[config.mk]
export PLATFORM = sky130hd
export DESIGN_NAME = touch_gesture_action_mapper_flat
export DESIGN_NICKNAME = d
export VERILOG_FILES = /design/src/rtl/tgam_pkg.sv /design/src/rtl/tgam_req_if.sv /design/src/rtl/tgam_rsp_if.sv /design/src/rtl/touch_gesture_action_mapper.sv /design/src/flat_wrapper.sv
export SDC_FILE = /design/constraint.sdc
export NUM_CORES = 2
export LEC_CHECK = 0
export BUFFER_PORTS_ARGS = -buffer_cell sky130_fd_sc_hd__buf_2
export CORE_MARGIN = 4
export CORE_UTILIZATION = 55
export CTS_CLUSTER_DIAMETER = 30
export CTS_CLUSTER_SIZE = 14
export DETAILED_ROUTE_END_ITERATION = 16
export PLACE_DENSITY_LB_ADDON = 0.15
export SYNTH_ARGS = -nofsm -noshare
export SYNTH_HDL_FRONTEND = slang
export SYNTH_SLANG_ARGS = --single-unit
export TNS_END_PERCENT = 20
[constraint.sdc]
create_clock -name clock -period 25.3 [get_ports clock]
set_input_delay 3.795 -clock clock [delete_from_list [all_inputs] [get_ports clock]]
set_output_delay 3.795 -clock clock [all_outputs]
set_load 0.02 [all_outputs]
[src/rtl/tgam_pkg.sv]
// Shared types and codes for the touch gesture action mapper.
// Depends on nothing; tgam_req_if and the mapper import it.
package tgam_pkg;

   localparam int CoordWidth = 16;
   localparam int ArgWidth   = 32;
   localparam int ProdWidth  = 39;
   localparam int DistWidth  = 17;
   localparam int StepWidth  = 16;
   localparam int CsrIdxWidth = 2;

   typedef enum logic [2:0] {
      EV_BEGIN  = 3'd0,
      EV_END    = 3'd1,
      EV_PAN    = 3'd2,
      EV_TAP    = 3'd3,
      EV_ZOOM   = 3'd4,
      EV_SCROLL = 3'd5,
      EV_OTHER  = 3'd6
   } event_type;

   typedef enum logic [3:0] {
      ACT_BACK_SHORT  = 4'd0,
      ACT_BACK_MEDIUM = 4'd1,
      ACT_FWD_SHORT   = 4'd2,
      ACT_FWD_MEDIUM  = 4'd3,
      ACT_VOL_UP      = 4'd4,
      ACT_VOL_DOWN    = 4'd5,
      ACT_PLAY_PAUSE  = 4'd6,
      ACT_FULLSCREEN  = 4'd7,
      ACT_LEAVE_FULL  = 4'd8,
      ACT_FOV_IN      = 4'd9,
      ACT_FOV_OUT     = 4'd10
   } action_type;

   typedef enum logic [1:0] {
      PAN_UNDEF  = 2'd0,
      PAN_JUMP   = 2'd1,
      PAN_VOLUME = 2'd2,
      PAN_BRIGHT = 2'd3
   } pan_type;

   typedef enum logic [CsrIdxWidth-1:0] {
      CSR_PROJECTED_MODE    = 2'd0,
      CSR_CLASSIFY_DISTANCE = 2'd1,
      CSR_VOLUME_STEP       = 2'd2,
      CSR_UNUSED            = 2'd3
   } csr_index_type;

   localparam logic [2:0] FlagBegin    = 3'd1;
   localparam logic [2:0] FlagEnd      = 3'd4;
   localparam logic [DistWidth-1:0] ClassifyReset = 17'd50;
   localparam logic [StepWidth-1:0] VolumeReset   = 16'd100;

endpackage

[src/rtl/tgam_req_if.sv]
// Request channel carrying one gesture event per beat.
// Depends on tgam_pkg for field widths.
interface tgam_req_if
   import tgam_pkg::*;
();
   logic                         valid;
   logic                         ready;
   logic [2:0]                   req_type;
   logic [2:0]                   gesture_flags;
   logic signed [CoordWidth-1:0] pos_x;
   logic signed [CoordWidth-1:0] pos_y;
   logic [ArgWidth-1:0]          gesture_arg;

   modport source (output valid, req_type, gesture_flags, pos_x, pos_y, gesture_arg,
                   input ready);
   modport sink   (input valid, req_type, gesture_flags, pos_x, pos_y, gesture_arg,
                   output ready);
endinterface

[src/rtl/tgam_rsp_if.sv]
// Response channel carrying one handled flag and optional action code per beat.
// Depends on nothing beyond plain logic types.
interface tgam_rsp_if;
   logic       valid;
   logic       ready;
   logic       handled;
   logic       action_valid;
   logic [3:0] action_code;

   modport source (output valid, handled, action_valid, action_code, input ready);
   modport sink   (input valid, handled, action_valid, action_code, output ready);
endinterface

[src/rtl/touch_gesture_action_mapper.sv]
// Touch gesture action mapper: turns gesture events into handled flags and actions.
// Depends on tgam_pkg, tgam_req_if and tgam_rsp_if.
//
//   channel   direction  contents
//   req_if    in         req_type, gesture_flags, pos_x, pos_y, gesture_arg
//   rsp_if    out        handled, action_valid, action_code
//   csr_*     in         write enable, register index, write data
//
// Every request beat yields one response beat after acceptance: it passes through the input
// register, where the zoom products are held, and then through the result register.
// A new beat is accepted every cycle unless the result register is full and not taken.
// Reset is synchronous and restores all gesture state and configuration registers.
module touch_gesture_action_mapper
   import tgam_pkg::*;
(
   input  logic                   clock,
   input  logic                   reset,
   tgam_req_if.sink               req_if,
   tgam_rsp_if.source             rsp_if,
   input  logic                   csr_we,
   input  logic [CsrIdxWidth-1:0] csr_index,
   input  logic [DistWidth-1:0]   csr_wdata
);

   logic                         mode_ff;
   logic [DistWidth-1:0]         classify_ff;
   logic [StepWidth-1:0]         step_ff;

   logic                         s_vld_ff;
   logic [2:0]                   s_type_ff;
   logic [2:0]                   s_flags_ff;
   logic signed [CoordWidth-1:0] s_x_ff;
   logic signed [CoordWidth-1:0] s_y_ff;
   logic [ArgWidth-1:0]          s_arg_ff;
   logic [ProdWidth-1:0]         s_arg100_ff;
   logic [ProdWidth-1:0]         s_arg101_ff;
   logic [ProdWidth-1:0]         s_arg99_ff;

   logic signed [CoordWidth-1:0] start_x_ff, start_x_in;
   logic signed [CoordWidth-1:0] start_y_ff, start_y_in;
   logic signed [CoordWidth-1:0] last_y_ff, last_y_in;
   logic                         two_ff, two_in;
   pan_type                      pan_ff, pan_in;
   logic                         seen_ff, seen_in;
   logic [ArgWidth-1:0]          zoom_start_ff, zoom_start_in;
   logic [ProdWidth-1:0]         zl101_ff, zl101_in;
   logic [ProdWidth-1:0]         zl99_ff, zl99_in;

   logic                         rsp_vld_ff;
   logic                         handled_ff, handled_in;
   logic                         act_vld_ff, act_vld_in;
   logic [3:0]                   act_code_ff;
   action_type                   act_code_in;

   logic                         advance;
   logic signed [CoordWidth-1:0] pan_sx, pan_sy;
   logic signed [DistWidth-1:0]  dx, dy;
   logic [DistWidth-1:0]         ax, ay;
   logic [DistWidth:0]           travel;
   logic                         pan_two;
   pan_type                      pan_new;
   logic signed [DistWidth:0]    off;
   logic signed [DistWidth:0]    step_s;
   logic                         back;

   assign advance      = s_vld_ff && (!rsp_vld_ff || rsp_if.ready);
   assign req_if.ready = !s_vld_ff || advance;

   assign rsp_if.valid        = rsp_vld_ff;
   assign rsp_if.handled      = handled_ff;
   assign rsp_if.action_valid = act_vld_ff;
   assign rsp_if.action_code  = act_code_ff;

   // Pan geometry, taken against the start point as updated by this beat.
   always_comb begin
      pan_sx  = s_flags_ff[0] ? s_x_ff : start_x_ff;
      pan_sy  = s_flags_ff[0] ? s_y_ff : start_y_ff;
      pan_two = two_ff || (s_arg_ff != '0);
      dx      = DistWidth'(pan_sx) - DistWidth'(s_x_ff);
      dy      = DistWidth'(pan_sy) - DistWidth'(s_y_ff);
      ax      = dx[DistWidth-1] ? DistWidth'(-dx) : DistWidth'(dx);
      ay      = dy[DistWidth-1] ? DistWidth'(-dy) : DistWidth'(dy);
      travel  = {1'b0, ax} + {1'b0, ay};
      pan_new = pan_ff;
      if (pan_ff == PAN_UNDEF && (!mode_ff || pan_two) && travel > {1'b0, classify_ff}) begin
         if (ax > ay) begin
            pan_new = PAN_JUMP;
         end else if (pan_two && !mode_ff) begin
            pan_new = PAN_BRIGHT;
         end else begin
            pan_new = PAN_VOLUME;
         end
      end
      off    = (DistWidth + 1)'(last_y_ff) - (DistWidth + 1)'(s_y_ff);
      step_s = $signed({2'b00, step_ff});
      back   = start_x_ff > s_x_ff;
   end

   always_comb begin
      start_x_in    = start_x_ff;
      start_y_in    = start_y_ff;
      last_y_in     = last_y_ff;
      two_in        = two_ff;
      pan_in        = pan_ff;
      seen_in       = seen_ff;
      zoom_start_in = zoom_start_ff;
      zl101_in      = zl101_ff;
      zl99_in       = zl99_ff;
      handled_in    = 1'b0;
      act_vld_in    = 1'b0;
      act_code_in   = ACT_BACK_SHORT;
      unique case (s_type_ff)
         EV_BEGIN: begin
            start_x_in = s_x_ff;
            start_y_in = s_y_ff;
            last_y_in  = s_y_ff;
            two_in     = 1'b0;
         end
         EV_END: begin
            if (seen_ff && pan_ff == PAN_JUMP) begin
               if (!mode_ff) begin
                  act_vld_in = 1'b1;
                  if (back) begin
                     act_code_in = two_ff ? ACT_BACK_MEDIUM : ACT_BACK_SHORT;
                  end else begin
                     act_code_in = two_ff ? ACT_FWD_MEDIUM : ACT_FWD_SHORT;
                  end
               end else if (two_ff) begin
                  act_vld_in  = 1'b1;
                  act_code_in = back ? ACT_BACK_SHORT : ACT_FWD_SHORT;
               end
            end
            pan_in     = PAN_UNDEF;
            seen_in    = 1'b1;
            start_x_in = '1;
            start_y_in = '1;
            two_in     = 1'b0;
         end
         EV_PAN: begin
            seen_in    = 1'b1;
            handled_in = 1'b1;
            start_x_in = pan_sx;
            start_y_in = pan_sy;
            two_in     = pan_two;
            pan_in     = pan_new;
            if (pan_new == PAN_VOLUME) begin
               if (off > step_s) begin
                  act_vld_in  = 1'b1;
                  act_code_in = ACT_VOL_UP;
                  last_y_in   = s_y_ff;
               end else if (off < -step_s) begin
                  act_vld_in  = 1'b1;
                  act_code_in = ACT_VOL_DOWN;
                  last_y_in   = s_y_ff;
               end
            end
         end
         EV_TAP: begin
            seen_in     = 1'b1;
            handled_in  = 1'b1;
            act_vld_in  = 1'b1;
            act_code_in = ACT_PLAY_PAUSE;
         end
         EV_ZOOM: begin
            seen_in    = 1'b1;
            handled_in = 1'b1;
            if (!mode_ff) begin
               if (s_flags_ff == FlagBegin) begin
                  zoom_start_in = s_arg_ff;
               end else if (s_flags_ff == FlagEnd) begin
                  act_vld_in  = 1'b1;
                  act_code_in = (s_arg_ff > zoom_start_ff) ? ACT_FULLSCREEN : ACT_LEAVE_FULL;
               end
            end else if (s_flags_ff == FlagBegin) begin
               zoom_start_in = s_arg_ff;
               zl101_in      = s_arg101_ff;
               zl99_in       = s_arg99_ff;
            end else if (s_arg100_ff > zl101_ff) begin
               act_vld_in  = 1'b1;
               act_code_in = ACT_FOV_IN;
               zl101_in    = s_arg101_ff;
               zl99_in     = s_arg99_ff;
            end else if (s_arg100_ff < zl99_ff) begin
               act_vld_in  = 1'b1;
               act_code_in = ACT_FOV_OUT;
               zl101_in    = s_arg101_ff;
               zl99_in     = s_arg99_ff;
            end
         end
         EV_SCROLL: begin
            handled_in = 1'b1;
         end
         default: begin
         end
      endcase
   end

   always_ff @(posedge clock) begin
      if (reset) begin
         mode_ff       <= 1'b0;
         classify_ff   <= ClassifyReset;
         step_ff       <= VolumeReset;
         s_vld_ff      <= 1'b0;
         rsp_vld_ff    <= 1'b0;
         start_x_ff    <= '1;
         start_y_ff    <= '1;
         last_y_ff     <= '1;
         two_ff        <= 1'b0;
         pan_ff        <= PAN_UNDEF;
         seen_ff       <= 1'b0;
         zoom_start_ff <= '0;
         zl101_ff      <= '0;
         zl99_ff       <= '0;
      end else begin
         if (csr_we) begin
            unique case (csr_index)
               CSR_PROJECTED_MODE:    mode_ff     <= csr_wdata[0];
               CSR_CLASSIFY_DISTANCE: classify_ff <= csr_wdata;
               CSR_VOLUME_STEP:       step_ff     <= csr_wdata[StepWidth-1:0];
               default: begin
               end
            endcase
         end
         if (req_if.ready) begin
            s_vld_ff <= req_if.valid;
         end
         if (advance) begin
            rsp_vld_ff    <= 1'b1;
            start_x_ff    <= start_x_in;
            start_y_ff    <= start_y_in;
            last_y_ff     <= last_y_in;
            two_ff        <= two_in;
            pan_ff        <= pan_in;
            seen_ff       <= seen_in;
            zoom_start_ff <= zoom_start_in;
            zl101_ff      <= zl101_in;
            zl99_ff       <= zl99_in;
         end else if (rsp_if.ready) begin
            rsp_vld_ff <= 1'b0;
         end
      end
   end

   always_ff @(posedge clock) begin
      if (req_if.valid && req_if.ready) begin
         s_type_ff   <= req_if.req_type;
         s_flags_ff  <= req_if.gesture_flags;
         s_x_ff      <= req_if.pos_x;
         s_y_ff      <= req_if.pos_y;
         s_arg_ff    <= req_if.gesture_arg;
         s_arg100_ff <= ProdWidth'(req_if.gesture_arg) * ProdWidth'(100);
         s_arg101_ff <= ProdWidth'(req_if.gesture_arg) * ProdWidth'(101);
         s_arg99_ff  <= ProdWidth'(req_if.gesture_arg) * ProdWidth'(99);
      end
      if (advance) begin
         handled_ff  <= handled_in;
         act_vld_ff  <= act_vld_in;
         act_code_ff <= act_vld_in ? act_code_in : ACT_BACK_SHORT;
      end
   end

endmodule
[src/flat_wrapper.sv]
// flat-port wrapper written by rule: the top's interface ports become plain ports
module touch_gesture_action_mapper_flat import tgam_pkg::*;
  (clock, reset, csr_we, csr_index, csr_wdata, req_if_valid, req_if_req_type, req_if_gesture_flags, req_if_pos_x, req_if_pos_y, req_if_gesture_arg, req_if_ready, rsp_if_valid, rsp_if_handled, rsp_if_action_valid, rsp_if_action_code, rsp_if_ready);
  tgam_req_if req_if_i ();
  tgam_rsp_if rsp_if_i ();
  input  logic clock;
  input  logic reset;
  input  logic csr_we;
  input  logic [CsrIdxWidth-1:0] csr_index;
  input  logic [DistWidth-1:0] csr_wdata;
  input wire logic [$bits(req_if_i.valid)-1:0] req_if_valid;
  input wire logic [$bits(req_if_i.req_type)-1:0] req_if_req_type;
  input wire logic [$bits(req_if_i.gesture_flags)-1:0] req_if_gesture_flags;
  input wire logic [$bits(req_if_i.pos_x)-1:0] req_if_pos_x;
  input wire logic [$bits(req_if_i.pos_y)-1:0] req_if_pos_y;
  input wire logic [$bits(req_if_i.gesture_arg)-1:0] req_if_gesture_arg;
  output wire logic [$bits(req_if_i.ready)-1:0] req_if_ready;
  output wire logic [$bits(rsp_if_i.valid)-1:0] rsp_if_valid;
  output wire logic [$bits(rsp_if_i.handled)-1:0] rsp_if_handled;
  output wire logic [$bits(rsp_if_i.action_valid)-1:0] rsp_if_action_valid;
  output wire logic [$bits(rsp_if_i.action_code)-1:0] rsp_if_action_code;
  input wire logic [$bits(rsp_if_i.ready)-1:0] rsp_if_ready;
  assign req_if_i.valid = req_if_valid;
  assign req_if_i.req_type = req_if_req_type;
  assign req_if_i.gesture_flags = req_if_gesture_flags;
  assign req_if_i.pos_x = req_if_pos_x;
  assign req_if_i.pos_y = req_if_pos_y;
  assign req_if_i.gesture_arg = req_if_gesture_arg;
  assign req_if_ready = req_if_i.ready;
  assign rsp_if_valid = rsp_if_i.valid;
  assign rsp_if_handled = rsp_if_i.handled;
  assign rsp_if_action_valid = rsp_if_i.action_valid;
  assign rsp_if_action_code = rsp_if_i.action_code;
  assign rsp_if_i.ready = rsp_if_ready;
  touch_gesture_action_mapper u_core (.clock(clock), .reset(reset), .req_if(req_if_i), .rsp_if(rsp_if_i), .csr_we(csr_we), .csr_index(csr_index), .csr_wdata(csr_wdata));
endmodule
==> impl_results.md <==
* DRT Pass-1 Iters at 6
* Register area share after synthesis at 0.289
* CTS buffer count at 90
* Worst vdd ir at 0.0000859 V
* Wire per inst at 16.9 µm
* TritonCTS clock tree: yes
* Most frequent cells in the layout: 746 x inv_1, 495 x ha_1, 297 x a21oi_1, 268 x nor2_1, 232 x nand2_1
* Ys Warns at 0
* Site Rows at 89
* Clk root buf: clkbuf_16
* Critical Path Start Type: flop
* Slowest stage cell, crit path: a22oi_1
* Post-route cell area at 37400 µm²
* Endpoints failing hold at 0
* Final WS setup at 16.33 ns
* Core area at 59000 µm²
* Max cap viols at 0
* Die area at 63700 µm²
* Largest family of logic cells by synthesized area: adder cells
* H-tree Lvls at 3
* Initial Util at 0.557
* Setup bufs post-CTS at 0
* Synth top area cells: ha_1 19%, edfxtp_1 17%, dfxtp_1 12%, inv_1 8.5%, fa_1 8.5%
* Final setup violation count at 0
* Power Total at 3.48 mW
* Synth Cell Area at 32800 µm²
* Net count, final at 4542
* Clock Sinks at 382
* Most common cell after layout, fill and taps aside: inv_1
* Critical path's largest stage delay at 0.64 ns
* Post-Syn Nets at 4414
* Total track usage at 0.250
* Routed WL at 78.9 mm
* Synth Area in Compound Gates at 0.140
* Port bufs at 101
* Ys flop type: dfxtp_1
* Fin crit share at 0.354
* RSZ-0062 raised after global routing: no
* Leakage Power at 17.0 nW
* Max_slew headroom at 0.308
* Xor/xnor share of the synthesized area at 0.0509
* Initial antenna violation count at 2
* Fmax at 112 MHz
* Worst skew pair latency at 0.64 ns
* Worst Skew at 0.0339 ns
* Yosys reg bits at 382
* PD cells at 93.2 nW/µm²
* Longest Clk Path Bufs at 3
* Worst setup EP type: flop
* Mux contribution to synthesized area at 0.0346
* Hold slack at 0.451 ns
* Crit path DAT at 9.47 ns
* EDFF count, synth at 185
* Vias at 25000
* First-pass GRT wire length at 129 mm
* Placed Area at 34100 µm²
* Largest net degree at the start of global routing at 109
* DR iter-0 viols at 1566
* Asr flop ratio synth at 0
* Crit path max fanout at 36
* Vias in the first global route at 25100
* Post-CTS Resized at 0
* DRC at 0
* Gpl congestion at 0.894
* Fraction of final layout cells with drive strength greater than 1 at 0.0889
* Yosys top cell area share at 0.189
* Area Growth Syn to Fin at 13.8%
* Vias/cell at 5.36
* Syn Inst Count at 3686
* Outcome: completed
* Die Width at 252 µm
* Adder-Cell Fraction of Synth Area at 0.273
* Path type of the worst min-delay path: flop to flop
* Worst-path clk slew at 0.05 ns
* Top cell type by total area after synthesis: ha_1
* Die height at 252 µm
* Worst EP required at 25.81 ns
* Tmin final at 8.97 ns
* Total negative slack at 0 ns
* Slew Limit Fails at 0
* Place WS at 16.41 ns
* Grt ovf at 0
* Count of distinct cell types in the synthesized netlist at 72
* HPWL Detailed at 62.1 mm
* Mean Syn Cell Area at 8.91 µm²
* Slew @ Worst Pin at 1.03 ns
* Antenna cells at 0
* Post-route ant nets at 0
* Kind of critical path: flop to flop
* Simple-gate share of the synthesized area at 0.117
* Crit path top cell by count: a21oi_1
* # IOs at 102
* CTS Hold Buffers Added at 0
-- path summary, 6_finish.rpt --
path                                             start                              endpoint  slack, ns  cells after the start
setup / recovery        u_core.s_flags_ff[0]$_DFFE_PP_      u_core.last_y_ff[4]$_SDFFE_PP1P_      16.33                     35
hold / removal    u_core.zoom_start_ff[3]$_SDFFE_PP0P_  u_core.zoom_start_ff[3]$_SDFFE_PP0P_       0.45                      2
setup reg to reg        u_core.s_flags_ff[0]$_DFFE_PP_      u_core.last_y_ff[4]$_SDFFE_PP1P_      16.33                     35
hold reg to reg   u_core.zoom_start_ff[3]$_SDFFE_PP0P_  u_core.zoom_start_ff[3]$_SDFFE_PP0P_       0.45                      2
-- cells by family after synthesis --
kind of cell | count (synthesis)
buffers and inverters | 825
and+or+nand+nor | 818
AOI/OAI and AO/OA | 726
adders and majority gates | 634
DFF | 382
xor gates and xnor gates | 191
muxes | 110
-- Yosys cell counts, types with 8 or more instances --
master,count
mux2i_1,81
o31ai_1,8
nand4_1,39
a31oi_1,16
mux2_2,29
a21boi_0,24
clkbuf_1,67
nor4_1,29
fa_1,139
a21oi_1,297
inv_1,746
and2_1,10
edfxtp_1,185
nand2_1,232
nor2_1,268
o21ai_0,91
nor2b_1,38
a211oi_1,23
o21bai_1,26
a21o_1,90
a311o_1,16
xnor2_1,135
o21a_1,36
nor3_1,35
dfxtp_1,197
o211ai_1,19
nand2b_1,25
and3_1,17
xor2_1,56
a211o_1,8
ha_1,495
nand3_1,42
or2_2,35
or3_1,19
-- power breakdown --
part | internal (mW) | leakage, nW | switching, mW
combinational | 0.602 | 12.0 | 0.843
sequential | 0.793 | 3.40 | 0.0457
clock | 0.799 | 1.55 | 0.397
total | 2.19 | 17.0 | 1.29
-- sequential cells by signal (all words and copies together), names as in the netlist, 17 cells and up --
register	count
u_core.s_arg99_ff	39
u_core.zl99_ff	39
u_core.s_arg101_ff	38
u_core.zl101_ff	38
u_core.s_arg100_ff	34
u_core.zoom_start_ff	32
u_core.s_arg_ff	30
u_core.classify_ff	17
-- metrics by stage --
step | utilization | std cells
after floorplan | - | 3686
after global placement | 0.579 | 4495
after detailed placement | 0.579 | 4495
after CTS | 0.633 | 4664
after global routing | 0.633 | 4664
final | 0.633 | 4664
-- per-layer routing --
metal / wire length, µm / GRT usage / vias up / part of all wire
met1: 36400 / 0.337 / 11700 / 0.46
met3: 3270 / 0.0340 / 124 / 0.041
li1: - / - / 12700 / -
met2: 36900 / 0.419 / 521 / 0.47
met5: 0 / 0 / - / 0
met4: 2280 / 0.0772 / 0 / 0.029
-- final cells by class --
type	count	area [µm²]
fillers	5096	21700
multi-input cells	2479	20300
flip-flops and latches	382	9500
inverters	746	2800
clock buffers	114	2520
well taps	773	967
clock inverters	55	694
repair buffers	115	617
-- worst max-delay path, delay by kind of cell (launching register included) --
family          cells  cell delay [ns]
buf+inv             3             0.84
simple gates        6             1.23
mux                 1             0.20
fa+ha+maj           4             1.34
xor+xnor            2             0.30
compound gates     19             4.59
flops               1             0.31
No activity file was read; power rests on OpenSTA's default activity.
